## src/rtl/core/blr_pkg.sv

```systemverilog
// Shared widths, reset values and controller/datapath interface types for the line rasterizer.
`default_nettype none
package blr_pkg;

  localparam int COORD_W  = 6;
  localparam int PIXEL_W  = 56;
  localparam int ADDR_W   = 12;
  localparam int WIDTH_W  = 7;
  localparam int ERR_W    = COORD_W + 3;
  localparam int PROD_W   = COORD_W + WIDTH_W;
  localparam int S_DATA_W = 4 * COORD_W + PIXEL_W;
  localparam int M_DATA_W = 2 * COORD_W + ADDR_W + PIXEL_W;

  localparam logic [WIDTH_W-1:0] CANVAS_WIDTH_RESET = 7'd64;

  // Commands from the controller to the datapath.
  typedef struct packed {
    logic load;
    logic step;
  } blr_cmd_t;

  // Status from the datapath to the controller.
  typedef struct packed {
    logic last;
    logic out_free;
  } blr_status_t;

endpackage
`default_nettype wire

```

## src/rtl/core/blr_ctrl.sv

```systemverilog
// Controller state machine: accepts a line command and paces the pixel stepper.
`default_nettype none
module blr_ctrl (
  input  wire logic               clk,
  input  wire logic               rst,
  input  wire logic               s_tvalid,
  output logic                    s_tready,
  input  wire blr_pkg::blr_status_t status,
  output blr_pkg::blr_cmd_t       cmd
);

  typedef enum logic [1:0] {
    ST_IDLE = 2'b01,
    ST_RUN  = 2'b10
  } state_t;

  state_t state, state_next;

  always_comb begin
    cmd.load   = 1'b0;
    cmd.step   = 1'b0;
    s_tready   = 1'b0;
    state_next = state;
    case (state)
      ST_IDLE: begin
        s_tready = 1'b1;
        if (s_tvalid) begin
          cmd.load   = 1'b1;
          state_next = ST_RUN;
        end
      end
      ST_RUN: begin
        if (status.out_free) begin
          cmd.step = 1'b1;
          if (status.last) begin
            state_next = ST_IDLE;
          end
        end
      end
      default: begin
        state_next = ST_IDLE;
      end
    endcase
  end

  always_ff @(posedge clk) begin
    if (rst) begin
      state <= ST_IDLE;
    end else begin
      state <= state_next;
    end
  end

endmodule
`default_nettype wire

```

## src/rtl/core/blr_datapath.sv

```systemverilog
// Datapath: line setup, Bresenham stepper, address multiply and output register.
`default_nettype none
module blr_datapath (
  input  wire logic                                clk,
  input  wire logic                                rst,
  input  wire blr_pkg::blr_cmd_t                   cmd,
  output blr_pkg::blr_status_t                     status,
  input  wire logic [blr_pkg::S_DATA_W-1:0]        s_tdata,
  input  wire logic [blr_pkg::WIDTH_W-1:0]         canvas_width,
  input  wire logic                                m_tready,
  output logic                                     m_tvalid,
  output logic [blr_pkg::M_DATA_W-1:0]             m_tdata,
  output logic                                     m_tlast
);

  localparam int CW = blr_pkg::COORD_W;
  localparam int EW = blr_pkg::ERR_W;

  // Setup from the incoming command.
  logic [CW-1:0] x0, y0, x1, y1;
  logic [CW-1:0] adx, ady, sx0, sy0, sx1, sy1;
  logic          shallow_c, swap_c;
  logic [CW-1:0] major_c, minor_c;
  logic          neg_c;

  always_comb begin
    x0 = s_tdata[CW-1:0];
    y0 = s_tdata[2*CW-1:CW];
    x1 = s_tdata[3*CW-1:2*CW];
    y1 = s_tdata[4*CW-1:3*CW];
    adx = (x1 > x0) ? x1 - x0 : x0 - x1;
    ady = (y1 > y0) ? y1 - y0 : y0 - y1;
    shallow_c = (ady < adx);
    swap_c = shallow_c ? (x0 > x1) : (y0 > y1);
    sx0 = swap_c ? x1 : x0;
    sy0 = swap_c ? y1 : y0;
    sx1 = swap_c ? x0 : x1;
    sy1 = swap_c ? y0 : y1;
    major_c = shallow_c ? adx : ady;
    minor_c = shallow_c ? ady : adx;
    neg_c   = shallow_c ? (sy1 < sy0) : (sx1 < sx0);
  end

  // Stepper state.
  logic [CW-1:0]                 pos_major, pos_minor, major_len, minor_d, remain;
  logic                          shallow, neg;
  logic signed [EW-1:0]          d;
  logic [blr_pkg::PIXEL_W-1:0]   pix;

  logic signed [EW-1:0] two_minor, d_up, d_flat, d_init;
  logic [CW-1:0]        plot_x_c, plot_y_c;
  logic [blr_pkg::PROD_W-1:0] prod;
  logic [blr_pkg::ADDR_W-1:0] addr_c;

  always_comb begin
    two_minor = $signed({2'b00, minor_d, 1'b0});
    d_up      = two_minor - $signed({2'b00, major_len, 1'b0});
    d_flat    = two_minor;
    d_init    = $signed({2'b00, minor_c, 1'b0}) - $signed({3'b000, major_c});
    plot_x_c  = shallow ? pos_major : pos_minor;
    plot_y_c  = shallow ? pos_minor : pos_major;
    prod      = plot_y_c * canvas_width;
    addr_c    = prod[blr_pkg::ADDR_W-1:0] + {{(blr_pkg::ADDR_W-CW){1'b0}}, plot_x_c};
  end

  always_ff @(posedge clk) begin
    if (cmd.load) begin
      shallow   <= shallow_c;
      neg       <= neg_c;
      major_len <= major_c;
      minor_d   <= minor_c;
      remain    <= major_c;
      pos_major <= shallow_c ? sx0 : sy0;
      pos_minor <= shallow_c ? sy0 : sx0;
      d         <= d_init;
      pix       <= s_tdata[blr_pkg::S_DATA_W-1:4*CW];
    end else if (cmd.step) begin
      // The minor axis moves only while the error term is strictly positive.
      if (d > 0) begin
        pos_minor <= neg ? pos_minor - 1'b1 : pos_minor + 1'b1;
        d         <= d + d_up;
      end else begin
        d         <= d + d_flat;
      end
      pos_major <= pos_major + 1'b1;
      remain    <= remain - 1'b1;
    end
  end

  // Output register; the stepper advances only into a free or draining slot.
  always_ff @(posedge clk) begin
    if (rst) begin
      m_tvalid <= 1'b0;
    end else if (cmd.step) begin
      m_tvalid <= 1'b1;
    end else if (m_tready) begin
      m_tvalid <= 1'b0;
    end
  end

  always_ff @(posedge clk) begin
    if (cmd.step) begin
      m_tdata <= {pix, addr_c, plot_y_c, plot_x_c};
      m_tlast <= (remain == '0);
    end
  end

  assign status.out_free = !m_tvalid || m_tready;
  assign status.last     = (remain == '0);

endmodule
`default_nettype wire

```

## src/rtl/core/bresenham_line_rasterizer_unit.sv

```systemverilog
// Top level of the Bresenham line rasterizer: canvas width register, controller and datapath.
//
//  channel  | direction | signals                          | contents
//  ---------+-----------+----------------------------------+------------------------------------
//  s_*      | in        | s_tvalid s_tready s_tdata[79:0]  | one line command per transaction
//  m_*      | out       | m_tvalid m_tready m_tdata[79:0]  | one pixel write per transaction
//           |           | m_tlast                          | final pixel of the line
//  cfg_*    | in        | cfg_valid cfg_ready cfg_data[6:0]| canvas width register write
//
// A command is taken, then the stepper produces one pixel per cycle while the output
// register is free or draining, for a line of N pixels (N = 1 + the longer axis span,
// at most 64). The stepper stalls whenever the output register is full and not being taken.
// The next command is accepted as soon as the final pixel sits in the output register.
// rst is synchronous and active high; canvas width resets to 64. cfg_ready is always high.
`default_nettype none
module bresenham_line_rasterizer_unit (
  input  wire logic                          clk,
  input  wire logic                          rst,
  input  wire logic                          s_tvalid,
  output logic                               s_tready,
  // start_x[5:0], start_y[11:6], end_x[17:12], end_y[23:18], pixel_value[79:24]
  input  wire logic [blr_pkg::S_DATA_W-1:0]  s_tdata,
  output logic                               m_tvalid,
  input  wire logic                          m_tready,
  // plot_x[5:0], plot_y[11:6], write_address[23:12], pixel_out[79:24]
  output logic [blr_pkg::M_DATA_W-1:0]       m_tdata,
  output logic                               m_tlast,
  input  wire logic                          cfg_valid,
  output logic                               cfg_ready,
  input  wire logic [blr_pkg::WIDTH_W-1:0]   cfg_data
);

  logic [blr_pkg::WIDTH_W-1:0] canvas_width;
  blr_pkg::blr_cmd_t           cmd;
  blr_pkg::blr_status_t        status;

  assign cfg_ready = 1'b1;

  always_ff @(posedge clk) begin
    if (rst) begin
      canvas_width <= blr_pkg::CANVAS_WIDTH_RESET;
    end else if (cfg_valid && cfg_ready) begin
      canvas_width <= cfg_data;
    end
  end

  blr_ctrl u_ctrl (
    .clk      (clk),
    .rst      (rst),
    .s_tvalid (s_tvalid),
    .s_tready (s_tready),
    .status   (status),
    .cmd      (cmd)
  );

  blr_datapath u_datapath (
    .clk          (clk),
    .rst          (rst),
    .cmd          (cmd),
    .status       (status),
    .s_tdata      (s_tdata),
    .canvas_width (canvas_width),
    .m_tready     (m_tready),
    .m_tvalid     (m_tvalid),
    .m_tdata      (m_tdata),
    .m_tlast      (m_tlast)
  );

`ifndef ASSERT_OFF
  // Accepting a command always puts the block busy stepping the line, so s_tready drops.
  a_busy_after_cmd: assert property (@(posedge clk) disable iff (rst)
    s_tvalid && s_tready |=> !s_tready)
    else $error("command accepted while the previous one was still being stepped");

  // The address on the output matches the coordinates it carries while the canvas width is unchanged.
  a_addr_match: assert property (@(posedge clk) disable iff (rst)
    m_tvalid |-> m_tdata[23:12] ==
      12'(12'(m_tdata[11:6]) * 12'(canvas_width) + 12'(m_tdata[5:0])))
    else $error("write address does not match plot coordinates");
`endif

endmodule
`default_nettype wire
```

## config.mk

```make
export PLATFORM = sky130hd
export DESIGN_NAME = bresenham_line_rasterizer_unit
export DESIGN_NICKNAME = d
export VERILOG_FILES = /design/src/rtl/core/blr_pkg.sv /design/src/rtl/core/blr_ctrl.sv /design/src/rtl/core/blr_datapath.sv /design/src/rtl/core/bresenham_line_rasterizer_unit.sv
export SDC_FILE = /design/constraint.sdc
export NUM_CORES = 1
export LEC_CHECK = 0
export BUFFER_PORTS_ARGS = -buffer_cell sky130_fd_sc_hd__buf_2
export CAP_MARGIN = 20
export CELL_PAD_IN_SITES_DETAIL_PLACEMENT = 1
export CELL_PAD_IN_SITES_GLOBAL_PLACEMENT = 2
export CORE_MARGIN = 8
export CORE_UTILIZATION = 41
export DETAILED_ROUTE_END_ITERATION = 7
export GPL_ROUTABILITY_DRIVEN = 0
export PLACE_DENSITY = 0.94
export SLEW_MARGIN = 20
export SYNTH_ARGS = -nofsm -noshare
export SYNTH_HDL_FRONTEND = slang
export SYNTH_SLANG_ARGS = --single-unit
```

## constraint.sdc

```tcl
create_clock -name clk -period 16.87 [get_ports clk]
set_input_delay 0.8435 -clock clk [delete_from_list [all_inputs] [get_ports clk]]
set_output_delay 0.8435 -clock clk [all_outputs]
set_load 0.1 [all_outputs]
```

==> flow_metrics.env <==
export IMPL_timing_max_cap_violations=0
export IMPL_path_buf_inv=6
export IMPL_via_per_inst=5.18
export IMPL_rsz0062_at_grt="false"
export IMPL_synth_lib_cells_used_distinct=77
export IMPL_drt_iter0_drc=377
export IMPL_setup_tns_final_ps=0
export IMPL_synth_top_family_by_area="adder cells"
export IMPL_timing_final_crit_share=0.390
export IMPL_slew_limit_headroom=0.295
export IMPL_synth_edff_count=178
export IMPL_synth_seq_cells=188
export IMPL_totalPowerFinal_mw=1.89
export IMPL_cts_inserted_buffers=17
export IMPL_drcViolationCount=0
export IMPL_vias=7299
export IMPL_dp_slack_ps=9920
export IMPL_ys_warn_count=0
export IMPL_detailed_placer_s_ending_hpwl_um=21800
export IMPL_post_route_min_period_ps=6580
export IMPL_power_per_cell_area_nw_per_um2=152
export IMPL_worstSkewPairLatency_ps=430
export IMPL_timing_fmax_mhz=152
export IMPL_antenna_cells_inserted=0
export IMPL_hp_class="register to register"
export IMPL_cp_end_kind="register"
export IMPL_die_y_um=177
export IMPL_avgSynthCellArea_um2=12.0
export IMPL_crit_arrival_ps=6740
export IMPL_routed_wirelength_um=27800
export IMPL_cts_tree="built"
export IMPL_timing_critical_path_slowest_cell_delay_ps=720
export IMPL_cts_repair_resize_count=0
export IMPL_core_rowCount=59
export IMPL_tightestPinTransition_ps=1030
export IMPL_crit_path_start_kind="input port"
export IMPL_numPortBuffers=174
export IMPL_synth_compound_area_frac=0.0950
export IMPL_antenna_left=0
export IMPL_postCtsSetupRepairBufs=0
export IMPL_synth_async_sr_flop_share=0
export IMPL_timing_max_transition_violations_final=0
export IMPL_max_clock_path_buffers=2
export IMPL_clk_pin_slew_ps=80
export IMPL_synthCells=892
export IMPL_grt_total_usage=0.176
export IMPL_ys_dominant_reg_cell="sky130_fd_sc_hd__edfxtp_1"
export IMPL_synth_fa_ha_area_frac=0.155
export IMPL_critical_path_top_cell_by_count="sky130_fd_sc_hd__inv_1"
export IMPL_syn_area_um2=10700
export IMPL_cts_hold_repair_buffers=0
export IMPL_peak_supply_drop_mv=0.0830
export IMPL_final_setup_viol_count=0
export IMPL_start_util=0.413
export IMPL_fin_worst_skew_ps=16.5
export IMPL_grt_pass1_wl_um=43300
export IMPL_run_status="completed"
export IMPL_synthXorXnorAreaFrac=0.0378
export IMPL_antenna_found_initial=0
export IMPL_finalHoldViolCount=0
export IMPL_synth_mux_area_frac=0.0452
export IMPL_ports=176
export IMPL_worst_path_dominant_cell_family="compound AO/OA/AOI/OAI gates"
export IMPL_cpMaxStageDelayCell="sky130_fd_sc_hd__a21o_1"
export IMPL_layout_drive_gt1_share=0.224
export IMPL_die_x_um=177
export IMPL_synthSimpleGateAreaFrac=0.0935
export IMPL_postSynthNetCount=1097
export IMPL_timing_critical_path_fanout_max=26
export IMPL_ctsRootBufferMaster="sky130_fd_sc_hd__clkbuf_16"
export IMPL_die_area_um2=31400
export IMPL_area_delta_synth_final_pct=16.8
export IMPL_num_nets_final=1267
export IMPL_critPathKind="input port to register"
export IMPL_grt_start_max_net_pins=82
export IMPL_vias_in_the_first_global_route=7820
export IMPL_post_drt_wl_per_cell_um=19.7
export IMPL_worst_endpoint_required_ps=17030
export IMPL_grt_residual_overflow=0
export IMPL_static_leakage_nw=5.37
export IMPL_layout_setup_ws_ps=10290
export IMPL_synth_seq_area_share=0.520
export IMPL_core_region_area_um2=25800
export IMPL_drt_pre_antenna_iters=5
export IMPL_cts_sink_count=188
export IMPL_postLayoutCoreUtil=0.482
export IMPL_htree_levels=4
export IMPL_worstPathCellList="buf_2 > inv_1 > ha_1 > inv_1 > fa_1 > a21oi_1 > o211ai_2 > and4_1 > nor4_2 > inv_1 > ha_1 > o21ai_0 > o21ai_1 > a21o_1 > inv_2 > mux2i_1 > fa_1 > inv_1 > a21oi_1 > nor3_1 > a2111oi_2 > o31ai_1 > xnor2_1 > a21oi_1"
## cell type report
class,instances,area [um^2]
clock buffers,17,425
clock inverters,15,211
fillers,2789,13400
inverters,103,389
multi-input cells,574,4570
flip-flops and latches,188,5550
well taps,335,419
repair buffers,178,901
## power by group
group	switching [mW]	leakage (nW)	internal (mW)
registers	0.0331	1.74	0.602
clock network	0.205	0.305	0.218
logic	0.500	3.33	0.337
## cell families after synthesis
family / count (synthesis)
AND/OR/NAND/NOR: 209
flip-flops: 188
AO/OA/AOI/OAI: 158
buffers and inverters: 130
adder cells (fa/ha/maj): 114
XOR/XNOR: 46
multiplexers: 46
other: 1
## per-stage QoR
step | cell area [um^2] | std cells | hold slack (ps)
3_5_place_dp | 11800 | 1378 | 406
4_1_cts | 12500 | 1410 | 421
5_1_grt | 12500 | 1410 | 422
3_3_place_gp | 11800 | 1378 | 400
6_report | 12500 | 1410 | 420
2_1_floorplan | 10700 | 892 | 400
## path summary, 6_finish.rpt
| path | slack [ps] | to | from | depth (start not counted) |
|---|---|---|---|---|
| min | 420 | u_datapath.m_tdata[40] | u_datapath.pix[16] | 0 |
| min reg2reg | 420 | u_datapath.m_tdata[40] | u_datapath.pix[16] | 0 |
| max | 10290 | u_datapath.d[6] | s_tdata[12] | 24 |
| max reg2reg | 11580 | u_datapath.m_tdata[23] | u_datapath.shallow | 18 |
## synth_stat cells, types with 8 or more instances
cell type	instances	area [um^2]
sky130_fd_sc_hd__edfxtp_1	178	5350
sky130_fd_sc_hd__inv_1	102	383
sky130_fd_sc_hd__ha_1	82	1030
sky130_fd_sc_hd__nand2_1	77	289
sky130_fd_sc_hd__a21oi_1	57	285
sky130_fd_sc_hd__nor2_1	48	180
sky130_fd_sc_hd__fa_1	31	621
sky130_fd_sc_hd__mux2i_1	31	310
sky130_fd_sc_hd__xnor2_1	30	263
sky130_fd_sc_hd__o21ai_0	26	130
sky130_fd_sc_hd__and2_1	24	150
sky130_fd_sc_hd__nand3_1	17	85.1
sky130_fd_sc_hd__xor2_1	16	140
sky130_fd_sc_hd__a21o_1	14	105
sky130_fd_sc_hd__mux2_2	13	146
sky130_fd_sc_hd__clkbuf_1	11	41.3
sky130_fd_sc_hd__o21bai_1	11	82.6
sky130_fd_sc_hd__dfxtp_1	10	200
sky130_fd_sc_hd__buf_6	8	90.1
sky130_fd_sc_hd__nor2b_1	8	50.1
## flip-flops by register name, indices dropped and copies added (netlist names)
name                  flops
canvas_width              7
u_ctrl.state              2
u_datapath.d              9
u_datapath.m_tdata       80
u_datapath.m_tlast        1
u_datapath.m_tvalid       1
u_datapath.major_len      6
u_datapath.minor_d        6
u_datapath.neg            1
u_datapath.pix           56
u_datapath.pos_major      6
u_datapath.pos_minor      6
u_datapath.remain         6
u_datapath.shallow        1
## layer usage
layer | global-route usage | part of all wire | up-vias
met5 | 0 | 0 | -
met4 | 0.0344 | 0.0064 | 0
met3 | 0.0382 | 0.065 | 15
met2 | 0.301 | 0.48 | 226
met1 | 0.226 | 0.45 | 3573
li1 | - | - | 3485
## layout by cell type (no fill, tap or decap), drive strengths merged, types with 15 or more instances in the layout
| master | instances |
|---|---|
| a21o | 15 |
| ha | 82 |
| and2 | 24 |
| edfxtp | 178 |
| nor2 | 48 |
| nand3 | 18 |
| mux2i | 32 |
| buf | 178 |
| o21ai | 31 |
| fa | 31 |
| xor2 | 16 |
| xnor2 | 30 |
| a21oi | 58 |
| nand2 | 77 |
| clkbuf | 17 |
| inv | 109 |
## worst reg2reg max path: stages, from the launching register on
cell and delay, ps:
sky130_fd_sc_hd__edfxtp_1 700, sky130_fd_sc_hd__mux2_2 480, sky130_fd_sc_hd__and2_1 210, sky130_fd_sc_hd__fa_1 500
sky130_fd_sc_hd__ha_1 300, sky130_fd_sc_hd__inv_1 50, sky130_fd_sc_hd__fa_1 500, sky130_fd_sc_hd__fa_1 510
sky130_fd_sc_hd__inv_1 50, sky130_fd_sc_hd__ha_1 330, sky130_fd_sc_hd__inv_1 100, sky130_fd_sc_hd__nor2_1 50
sky130_fd_sc_hd__nor2_1 150, sky130_fd_sc_hd__o21bai_1 90, sky130_fd_sc_hd__a21oi_1 250, sky130_fd_sc_hd__o21bai_1 100
sky130_fd_sc_hd__a21oi_1 310, sky130_fd_sc_hd__o21ai_0 200, sky130_fd_sc_hd__xnor2_1 160
Power figures use the tool's default switching activity.
